===== src/design/fir_lp_pkg.sv =====
// ----------------------------------------------------------------------------
// fir_lp_pkg
// Shared types and constants for the low-pass FIR: the Q1.17 half table of
// the symmetric coefficient set, table geometry, and output limits.
// ----------------------------------------------------------------------------
`default_nettype none

package fir_lp_pkg;

   // Coefficient table geometry (full table is mirrored about the center)
   localparam int ROM_TAPS = 101;
   localparam int ROM_HALF = 51;
   localparam int ROM_FRAC = 17;

   // Output saturation limits
   localparam int OUT_MAX = 32767;
   localparam int OUT_MIN = -32768;

   // Sample word
   typedef logic signed [15:0] sample_type;

   // Half table entry, unsigned Q1.17 magnitude
   typedef logic [11:0] rom_entry_type;

   // First half and center of the symmetric table, Q1.17
   localparam rom_entry_type HALF_ROM [ROM_HALF] = '{
      12'd187,  12'd190,  12'd196,  12'd207,  12'd222,
      12'd242,  12'd265,  12'd293,  12'd324,  12'd360,
      12'd399,  12'd441,  12'd487,  12'd537,  12'd589,
      12'd644,  12'd702,  12'd763,  12'd825,  12'd890,
      12'd956,  12'd1024, 12'd1093, 12'd1163, 12'd1233,
      12'd1304, 12'd1375, 12'd1445, 12'd1516, 12'd1585,
      12'd1653, 12'd1720, 12'd1786, 12'd1849, 12'd1911,
      12'd1970, 12'd2027, 12'd2080, 12'd2131, 12'd2178,
      12'd2222, 12'd2262, 12'd2299, 12'd2331, 12'd2360,
      12'd2384, 12'd2404, 12'd2420, 12'd2431, 12'd2438,
      12'd2440
   };

   // Sequencer states, one-hot
   typedef enum logic [4:0] {
      ST_IDLE  = 5'b00001,
      ST_RUN   = 5'b00010,
      ST_DRAIN = 5'b00100,
      ST_ROUND = 5'b01000,
      ST_SAT   = 5'b10000
   } state_type;

endpackage

`default_nettype wire


===== src/design/fir_lowpass_101_tap.sv =====
// ----------------------------------------------------------------------------
// fir_lowpass_101_tap
// Direct-form low-pass FIR with one shared multiply-accumulate unit.
// ----------------------------------------------------------------------------
// Each accepted sample word is written into a circular delay line held in a
// single-port-write, registered-read memory, then convolved newest-to-oldest
// with a fixed symmetric coefficient set, one tap per cycle through one
// multiplier and one accumulator. A word goes from acceptance to result
// in order: delay-line reads into the MAC, one per tap, a drain of the
// two-stage MAC pipeline, truncation toward zero, and saturation into the
// output register. The next word can be taken once the result is
// registered, so a new word is not taken before the last one has been
// through all of these steps. The input side is not ready while a word is
// in the MAC; a finished result waits in the output register, so the next
// sample word is taken even while the previous result is still pending. The
// saturation step holds while the output register still has an untaken
// result. The delay line reads as zero after reset through per-slot valid
// bits that reset clears at once; no clearing pass.
// ----------------------------------------------------------------------------
`default_nettype none

module fir_lowpass_101_tap
   import fir_lp_pkg::*;
#(
   parameter int TAP_COUNT  = 101,
   parameter int COEF_WIDTH = 18
) (
   input  wire logic        clock,
   input  wire logic        reset,
   input  wire logic        req_tvalid,
   output logic             req_tready,
   input  wire logic [15:0] req_tdata,   // [15:0] sample_in
   output logic             rsp_tvalid,
   input  wire logic        rsp_tready,
   output logic [15:0]      rsp_tdata    // [15:0] filtered_out
);

   localparam int PTR_W  = $clog2(TAP_COUNT);
   localparam int FRAC   = COEF_WIDTH - 1;
   localparam int PROD_W = 16 + COEF_WIDTH;
   localparam int ACC_W  = PROD_W + PTR_W;
   localparam int SH_W   = ACC_W - FRAC;
   localparam int UP_SH  = (FRAC >= ROM_FRAC) ? (FRAC - ROM_FRAC) : 0;
   localparam int DN_SH  = (FRAC < ROM_FRAC) ? (ROM_FRAC - FRAC) : 0;
   localparam int DN_RND = (DN_SH > 0) ? (1 << (DN_SH - 1)) : 0;

   localparam logic [PTR_W-1:0]        LAST_TAP   = PTR_W'(TAP_COUNT - 1);
   localparam logic signed [ACC_W-1:0] TRUNC_BIAS = ACC_W'((64'sd1 <<< FRAC) - 64'sd1);
   localparam logic signed [SH_W-1:0]  SAT_HI     = SH_W'(OUT_MAX);
   localparam logic signed [SH_W-1:0]  SAT_LO     = SH_W'(OUT_MIN);

   // Coefficient for one tap, scaled from Q1.17 to COEF_WIDTH-1 fraction bits
   function automatic logic signed [COEF_WIDTH-1:0] coef_at(input logic [PTR_W-1:0] tap);
      int          t;
      int          idx;
      logic [31:0] q;
      t = int'(tap);
      if (t >= ROM_TAPS) begin
         return '0;
      end
      idx = (t < ROM_HALF) ? t : (ROM_TAPS - 1 - t);
      q   = 32'(HALF_ROM[idx[5:0]]);
      if (FRAC >= ROM_FRAC) begin
         q = q << UP_SH;
      end else begin
         q = (q + 32'(DN_RND)) >> DN_SH;
      end
      return COEF_WIDTH'(q);
   endfunction

   state_type                 state_ff, state_in;
   logic [PTR_W-1:0]          wr_ptr_ff, wr_ptr_in;
   logic [PTR_W-1:0]          rd_ptr_ff, rd_ptr_in;
   logic [PTR_W-1:0]          tap_ff, tap_in;
   logic [TAP_COUNT-1:0]      slot_valid_ff;
   sample_type                line_mem [TAP_COUNT];
   sample_type                rd_data_ff;
   logic                      rd_valid_ff;
   logic signed [COEF_WIDTH-1:0] coef_ff;
   logic                      s1_v_ff, s1_v_in;
   logic signed [PROD_W-1:0]  prod_ff;
   logic                      s2_v_ff;
   logic signed [ACC_W-1:0]   acc_ff, acc_in;
   logic signed [ACC_W-1:0]   acc_biased;
   logic signed [SH_W-1:0]    shifted_ff;
   logic                      rsp_valid_ff, rsp_valid_in;
   logic [15:0]               rsp_data_ff, rsp_data_in;
   logic                      req_accept;
   logic                      out_free;
   sample_type                mac_sample;

   assign req_accept = req_tvalid && req_tready;
   assign req_tready = (state_ff == ST_IDLE);
   assign out_free   = !rsp_valid_ff || rsp_tready;
   assign rsp_tvalid = rsp_valid_ff;
   assign rsp_tdata  = rsp_data_ff;

   // Sequencer: issue taps, drain the MAC, truncate, saturate
   always_comb begin
      state_in     = state_ff;
      wr_ptr_in    = wr_ptr_ff;
      rd_ptr_in    = rd_ptr_ff;
      tap_in       = tap_ff;
      s1_v_in      = 1'b0;
      rsp_valid_in = rsp_valid_ff && !rsp_tready;
      rsp_data_in  = rsp_data_ff;
      case (state_ff)
         ST_IDLE: begin
            if (req_accept) begin
               rd_ptr_in = wr_ptr_ff;
               wr_ptr_in = (wr_ptr_ff == LAST_TAP) ? '0 : wr_ptr_ff + 1'b1;
               tap_in    = '0;
               state_in  = ST_RUN;
            end
         end
         ST_RUN: begin
            s1_v_in   = 1'b1;
            rd_ptr_in = (rd_ptr_ff == '0) ? LAST_TAP : rd_ptr_ff - 1'b1;
            tap_in    = tap_ff + 1'b1;
            if (tap_ff == LAST_TAP) begin
               state_in = ST_DRAIN;
            end
         end
         ST_DRAIN: begin
            if (!s1_v_ff && !s2_v_ff) begin
               state_in = ST_ROUND;
            end
         end
         ST_ROUND: begin
            state_in = ST_SAT;
         end
         ST_SAT: begin
            if (out_free) begin
               rsp_valid_in = 1'b1;
               if (shifted_ff > SAT_HI) begin
                  rsp_data_in = 16'(SAT_HI);
               end else if (shifted_ff < SAT_LO) begin
                  rsp_data_in = 16'(SAT_LO);
               end else begin
                  rsp_data_in = 16'(shifted_ff);
               end
               state_in = ST_IDLE;
            end
         end
         default: begin
            state_in = ST_IDLE;
         end
      endcase
   end

   // Mask never-written slots to zero and accumulate each product
   assign mac_sample = rd_valid_ff ? rd_data_ff : '0;
   always_comb begin
      acc_in = acc_ff;
      if (req_accept) begin
         acc_in = '0;
      end else if (s2_v_ff) begin
         acc_in = acc_ff + ACC_W'(prod_ff);
      end
   end

   // Truncate toward zero: bias negative sums before the arithmetic shift
   assign acc_biased = acc_ff + (acc_ff[ACC_W-1] ? TRUNC_BIAS : '0);

   // Control registers
   always_ff @(posedge clock) begin
      if (reset) begin
         state_ff      <= ST_IDLE;
         wr_ptr_ff     <= '0;
         rd_ptr_ff     <= '0;
         tap_ff        <= '0;
         slot_valid_ff <= '0;
         s1_v_ff       <= 1'b0;
         s2_v_ff       <= 1'b0;
         rsp_valid_ff  <= 1'b0;
      end else begin
         state_ff     <= state_in;
         wr_ptr_ff    <= wr_ptr_in;
         rd_ptr_ff    <= rd_ptr_in;
         tap_ff       <= tap_in;
         s1_v_ff      <= s1_v_in;
         s2_v_ff      <= s1_v_ff;
         rsp_valid_ff <= rsp_valid_in;
         if (req_accept) begin
            slot_valid_ff[wr_ptr_ff] <= 1'b1;
         end
      end
   end

   // Delay line memory: write on accept, registered read
   always_ff @(posedge clock) begin
      if (req_accept) begin
         line_mem[wr_ptr_ff] <= sample_type'(req_tdata);
      end
      rd_data_ff <= line_mem[rd_ptr_ff];
   end

   // MAC datapath
   always_ff @(posedge clock) begin
      rd_valid_ff <= slot_valid_ff[rd_ptr_ff];
      coef_ff     <= coef_at(tap_ff);
      prod_ff     <= PROD_W'(mac_sample) * PROD_W'(coef_ff);
      acc_ff      <= acc_in;
      if (state_ff == ST_ROUND) begin
         shifted_ff <= acc_biased[ACC_W-1:FRAC];
      end
      rsp_data_ff <= rsp_data_in;
   end

   // An accepted word starts the tap sweep at tap zero
   a_accept_starts_run: assert property (@(posedge clock) disable iff (reset)
      req_accept |=> (state_ff == ST_RUN) && (tap_ff == '0))
      else $error("accepted word did not start the tap sweep");

   // A new result only comes out of the saturation step
   a_result_from_sat: assert property (@(posedge clock) disable iff (reset)
      $rose(rsp_valid_ff) |-> $past(state_ff == ST_SAT))
      else $error("result appeared outside the saturation step");

   // The MAC pipeline is empty whenever a new word can be taken
   a_idle_pipe_empty: assert property (@(posedge clock) disable iff (reset)
      (state_ff == ST_IDLE) |-> (!s1_v_ff && !s2_v_ff))
      else $error("MAC pipeline busy while idle");

endmodule

`default_nettype wire

===== config.mk =====
export PLATFORM = sky130hd
export DESIGN_NAME = fir_lowpass_101_tap
export DESIGN_NICKNAME = d
export VERILOG_FILES = /design/src/design/fir_lp_pkg.sv /design/src/design/fir_lowpass_101_tap.sv
export SDC_FILE = /design/constraint.sdc
export NUM_CORES = 2
export LEC_CHECK = 0
export ABC_CLOCK_PERIOD_IN_PS = 6200
export BUFFER_PORTS_ARGS = -buffer_cell sky130_fd_sc_hd__clkbuf_2
export CAP_MARGIN = 25
export CORE_AREA = 2 2 283 495
export CTS_BUF_LIST = sky130_fd_sc_hd__clkbuf_4
export CTS_CLUSTER_SIZE = 12
export DETAILED_ROUTE_END_ITERATION = 8
export DIE_AREA = 0 0 285 497
export PLACE_DENSITY = 0.83
export RECOVER_POWER = 25
export SLEW_MARGIN = 20
export SYNTH_ARGS = -nofsm -noshare
export SYNTH_HDL_FRONTEND = slang
export SYNTH_SLANG_ARGS = --single-unit

===== constraint.sdc =====
create_clock -name clock -period 6.2 [get_ports clock]
set_clock_uncertainty 0.15 [all_clocks]
set_input_delay 1.24 -clock clock [delete_from_list [all_inputs] [get_ports clock]]
set_output_delay 1.24 -clock clock [all_outputs]
set_load 0.02 [all_outputs]

# After elaboration in Yosys (flattened, before gate mapping)
# Memories as Yosys holds them, arrays and structs flattened. A register that Yosys moved wholly into a read port is not among the register bits.
# Cells that the tools add are included.
op_classes:
  n_addsub: 6
  n_mul: 1
  order_cmp: 8
  eq_ne: 11
  mux: 29
  bitwise: 2
  reduce_logical: 15
op_table:
  columns: ["operator", "n"]
  rows:
  - ["$or 101x101->101", 1]
  - ["$mux 12", 4]
  - ["$add 41x17->41", 1]
  - ["$add 41x29->41", 1]
  - ["$mux 16", 2]
  - ["$mul 16x13->29", 1]
  - ["$mux 7", 4]
  - ["$pmux 7 s2", 2]
  - ["$pmux 5 s5", 1]
  - ["$gt 24x16->1 const B", 1]
  - ["$lt 24x16->1 const B", 1]
  - ["$mux 5", 4]
  - ["$mux 17", 1]
  - ["$lt 7x8->1 const B", 2]
  - ["$add 7x1->7 const B", 2]
  - ["$eq 7x7->1 const B", 2]
  - ["$ge 7x7->1 const B", 2]
  - ["$mux 1", 8]
  - ["$bmux 1 s7", 1]
  - ["$demux 1 s7", 1]
  - ["$ge 7x1->1 const B", 1]
  - ["$logic_not 7->1", 1]
  - ["$lt 7x6->1 const B", 1]
  - ["$not 6->7", 1]
  - ["16 further kinds", 26]
totals:
  reg_bits: 253
  mem_bits_rw: 1616
  mem_bits_ro: 768
  inputBits: 20
  out_inout_bits: 18
  wordCells: 88
  n_memories: 2
memory_table:
  columns: ["name", "words", "word_bits", "rd", "rd_clocked_by_memory_dff", "write_ports", "line", "rtl"]
  rows:
  - ["line_mem", 101, 16, 1, 1, 1, "fir_lowpass_101_tap.sv:76", "sample_type line_mem [TAP_COUNT];"]
  - ["(no name shown)", 64, 12, 1, 0, 0, "fir_lowpass_101_tap.sv:62", "q = 32'(HALF_ROM[idx[5:0]]);"]

# Longest topological paths before layout
logic_depth:
  depth_word: 7
  mapped_depth: 25

# Worst setup path before layout
# No wires, ideal clock.
synth_timing:
  kind: "register -> register"
  start: "register rd_valid_ff"
  end: "register, netlist name prod_ff[28]"
  setup_ns: 0.072
  arrival_time_ns: 5.565
  required_ns: 5.978
  path_slack_ns: 0.412
  stages_incl_launch_ff: 22
  path_buffers: 2
  period_less_slack_ns: 5.788
  cell_sequence: "dfxtp_1 -> clkbuf_1 -> and2_1 -> clkbuf_1 -> nand2_1 -> fa_1 -> fa_1 -> inv_1 -> fa_1 -> inv_1 -> fa_1 -> fa_1 -> inv_1 -> ha_1 -> nand3_1 -> nor2_1 -> a221o_1 -> o21ai_0 -> o311ai_1 -> a41o_1 -> a21oi_1 -> xnor2_1"
synth_between:
  elab_chain_len: 2
synth_lines:
  columns: ["element", "line", "rtl"]
  rows:
  - ["from (decl)", "fir_lowpass_101_tap.sv:78", "logic rd_valid_ff;"]
  - ["from (signal assigned)", "fir_lowpass_101_tap.sv:200", "rd_valid_ff <= slot_valid_ff[rd_ptr_ff];"]
  - ["$mux 16", "fir_lowpass_101_tap.sv:152", "assign mac_sample = rd_valid_ff ? rd_data_ff : '0;"]
  - ["$mul 16x13->29", "fir_lowpass_101_tap.sv:202", "prod_ff <= PROD_W'(mac_sample) * PROD_W'(coef_ff);"]
# Every way passes these cells.
# A chain may end at the register's enable or synchronous reset.

# Worst setup path after layout
layout_timing:
  start: "register rd_valid_ff"
  end: "register prod_ff[27]"
layout_between:
  elab_chain_len: 2
layout_lines:
  columns: ["element", "line", "rtl"]
  rows:
  - ["$mux 16", "fir_lowpass_101_tap.sv:152", null]
  - ["$mul 16x13->29", "fir_lowpass_101_tap.sv:202", null]
  - ["to (signal assigned)", "fir_lowpass_101_tap.sv:202", null]
  - ["to (decl)", "fir_lowpass_101_tap.sv:81", "logic signed [PROD_W-1:0] prod_ff;"]
# Every way passes these cells.

==> impl_metrics.csv <==
group,metric,value,unit
grt,global_route_wire_length_before_repair,309000,µm
floorplan,start_util,59.8,%
routing,route.antenna.remaining_nets,0,
clock_tree,clock_tree.buffer_depth,4,
routing,detailedRoute.firstIterationViolations,5080,
clock_tree,clk_root_buffer_cell,"clkbuf_4",
run,cap_violations,15,
logic_synthesis,synth-async-reset-ratio,0,%
logic_synthesis,yosysWarningCount,0,
worst_setup_path,cpMaxStageDelayCell,"fa_1",
sta,final_min_period_over_clock_period,95.4,%
routing,detail_routed_via_count_per_cell,6.41,
grt,grt_max_degree,102,
placement,post-dp-hpwl,135000,µm
routing,detail_route.wl_per_cell,28.7,µm
logic_synthesis,postSynth.topFlopCell,"edfxtp_1",
clock_tree,clock_latency,1340,ps
floorplan,core-area,137000,µm²
cells_and_area,area.growth.synth_to_final,10.2,%
pwr,pwr-share-comb,16.6,%
worst_setup_path,largest_delay_contributor_family_on_the_critical_path,"adder cells",
logic_synthesis,synth_fp_nets,5112,
sta,final_hold_viol_count,0,
worst_setup_path,worst-endpoint-required,7210,ps
clock_tree,cts_htree_levels,5,
sta,post-route-min-period,5920,ps
floorplan,die_width,285,µm
routing,postRouteWirelength,210000,µm
pwr,total_power,28.0,mW
pwr,netSwitchingPower,7.62,mW
sta,slew_violations,982,
grt,antenna_found_initial,9,
pwr,powerDensity,309,nW/µm²
clock_tree,cts.reportedPaths.clkPinSlew,80,ps
worst_setup_path,timing.critical_path.to_type,"flop",
grt,grtUsageTotal,29.9,%
cells_and_area,design.final.nets,5531,
placement,postPlaceCellArea,85500,µm²
routing,drt_pass1_iterations,6,
grt,vias_in_the_first_global_route,49100,
status,failed_checks,"max-capacitance violations, max-slew violations",
sta,timing.final.setup_violations,0,
sta,clock.fmax,0.169,GHz
worst_setup_path,critical_path.most_common_cell,"fa_1",
worst_setup_path,worstSetupPathType,"reg -> reg",
placement,place.gp.congestion,0.902,
sta,hold_ws,310,ps
worst_setup_path,crit_chain,"buf_12, and2_1, nand2_1, fa_1, fa_1, inv_1, fa_1, fa_1, fa_1, ha_1, a21o_1, a21oi_1, o21ai_0, a21oi_2, o221ai_2, a221oi_1, buf_4, a21oi_1, a21o_1, a21oi_1, xnor2_1",
sta,timing_worst_slew_pin_value,4940,ps
cells_and_area,fill_cells,8768,
floorplan,fp.dieArea,142000,µm²
worst_setup_path,worst-path-buf-inv,3,
logic_synthesis,syn-mean-instance-area,17.2,µm²
worst_setup_path,worstSetupStartpointType,"flop",
routing,drc_errors,0,
pwr,cell_internal_pwr,20.4,mW
logic_synthesis,gate_count_after_technology_mapping,4774,
clock_tree,tritoncts_buffer_count,405,
clock_tree,tritoncts_num_sinks,1885,
logic_synthesis,netlist-cell-type-count,73,
cells_and_area,final_layout_size_suffix_gt1_share,25.9,%
logic_synthesis,post_synth_instance_area,82200,µm²
clock_tree,cts_tree,"done",
floorplan,height_of_the_die,497,µm
floorplan,placementRows,180,
pwr,power.share.switching,27.2,%
grt,grt-ovfl-total,0,
worst_setup_path,crit_path_max_fanout,50,
logic_synthesis,synth-edff-count,1656,
worst_setup_path,timing.critical_path.slowest_cell_delay,560,ps
floorplan,top_level_ports,38,
placement,placement.io_buffers,37,
sta,slew_headroom,-229,%
cells_and_area,finalInstanceArea,90600,µm²
pwr,power_frac_clock,32.7,%
min_path,min-delay-path-class,"reg -> reg",
worst_setup_path,cp_data_arrival_time,6930,ps
pwr,vdd_drop_max,0.209,mV
pwr,power.sequential.fraction,50.6,%
status,status,"finished with violations",
sta,unrepaired_setup_endpoints_after_global_routing,"false",
routing,dr_total_vias,47000,
logic_synthesis,yosysSeqAreaShare,66.1,%
logic_synthesis,ys_ff_latch,1885,
pwr,total_leakage_power,31.2,nW
-- cells in the mapped netlist (18+ instances only) --
cell type	instances	area share (%)
xor2_1	34	0.36
nand4_1	19	0.14
xnor2_1	59	0.63
buf_1	18	0.082
o221ai_1	18	0.19
ha_1	139	2.1
a21o_1	39	0.36
a211oi_1	21	0.19
nand3_1	43	0.26
fa_1	179	4.4
buf_2	52	0.32
clkbuf_1	161	0.74
a21oi_1	133	0.81
nor2_1	389	1.8
o21ai_0	59	0.36
and3_1	100	0.76
nand2_1	221	1.0
dfxtp_1	229	5.6
mux4_2	523	14
nor3_1	35	0.21
edfxtp_1	1656	61
o21a_1	28	0.26
nor2b_1	29	0.22
mux2i_1	70	0.85
inv_1	273	1.2
-- cell type report --
class                      instances  area [µm²]  area share (%)
clock buffer                     556        4170            4.61
tap                             1820        2280            2.51
inverter                         276        1040            1.15
antenna                           10        25.0          0.0276
sequential                      1885       54300            60.0
timing repair buffer             262        2100            2.32
clock inverter                   155         813           0.898
multi-input combinational       2363       25800            28.5
-- worst register-to-register path, delay by kind of cell (launching register included) --
family / cells / cell delay [ps]
AO/OA/AOI/OAI: 9 / 1600
XOR/XNOR: 1 / 130
adder cells (fa/ha/maj): 6 / 2760
buffers and inverters: 3 / 440
flip-flops: 1 / 450
AND/OR/NAND/NOR: 2 / 290
-- path summary, 6_finish.rpt --
path                                   from           to  slack (ps)  depth (start not counted)
worst max-delay path            rd_valid_ff  prod_ff[27]         280                         21
worst min-delay path                s1_v_ff      s2_v_ff         310                          1
worst max register to register  rd_valid_ff  prod_ff[27]         280                         21
worst min register to register      s1_v_ff      s2_v_ff         310                          1
-- what timing repair did --
action / in CTS / in global routing
resized for setup: 2 / 11
hold endpoints to repair: 30 / 0
buffers inserted: 0 / 3
setup endpoints to repair: 2 / 5
pin swaps: 0 / 2
hold buffers: 3 / 0
-- cell usage in the layout, fill, tap and decap left out, types with 17 or more instances in the layout --
cell / instances
clkbuf_2: 20
fa_1: 179
xor2_1: 34
clkinv_1: 118
nor3_1: 31
nand4_1: 19
a211oi_1: 21
mux4_2: 523
nor2_1: 386
o21a_1: 28
o21ai_0: 59
ha_1: 139
nor2b_1: 29
clkbuf_1: 20
nand2_1: 221
dfxtp_1: 221
a21oi_1: 130
clkinv_2: 22
buf_4: 196
buf_12: 17
o211ai_1: 17
inv_1: 273
nand2b_1: 17
and3_1: 100
mux2i_1: 69
nand3_1: 43
xnor2_1: 58
a21o_1: 39
edfxtp_1: 1656
clkbuf_4: 557
-- power groups by stage --
stage | combinational (mW) | clock (mW) | sequential, mW
floorplan | 3.20 | 0 | 14.3
global placement | 4.48 | 0 | 14.4
detailed placement | 4.62 | 0 | 14.4
CTS | 4.64 | 9.31 | 14.2
global route | 5.10 | 9.86 | 14.2
finish | 4.66 | 9.17 | 14.2
-- flip-flops by register name, indices dropped and copies added (netlist names), 5 cells and up --
signal	cells
shifted_ff	24
coef_ff	12
wr_ptr_ff	7
rsp_tdata	16
state_ff	5
rd_data_ff	16
line_mem	1616
tap_ff	7
prod_ff	29
rd_ptr_ff	7
acc_ff	41
slot_valid_ff	101
-- per-stage QoR --
step	cells	util, %	setup slack, ps	setup TNS [ps]
global placement	6590	62.2	-103	-103
global route	7324	65.9	14.1	0
finish	7327	65.9	283	0
CTS	7310	65.9	75.0	0
detailed placement	6596	62.2	-33.6	-33.6
floorplan	4774	-	412	0
-- logic make-up (layout without fill, tap and decap cells) --
family,count (synthesis),count (layout),synth area share [%]
AND/OR/NAND/NOR,906,906,4.95
multiplexers,607,607,15.4
flip-flops,1885,1885,66.1
buffers and inverters,526,1249,2.61
other,0,10,0
adder cells (fa/ha/maj),318,318,6.48
AO/OA/AOI/OAI,439,439,3.51
XOR/XNOR,93,93,0.991
-- per-layer routing --
| metal | up-vias | GRT usage [%] | part of all wire (%) |
|---|---|---|---|
| li1 | 19500 | - | - |
| met3 | 831 | 5.77 | 8.2 |
| met4 | 6 | 24.1 | 9.3 |
| met5 | - | 0 | 0.019 |
| met1 | 23700 | 31.8 | 30 |
| met2 | 2882 | 51.7 | 52 |
Power figures use the tool's default switching activity.
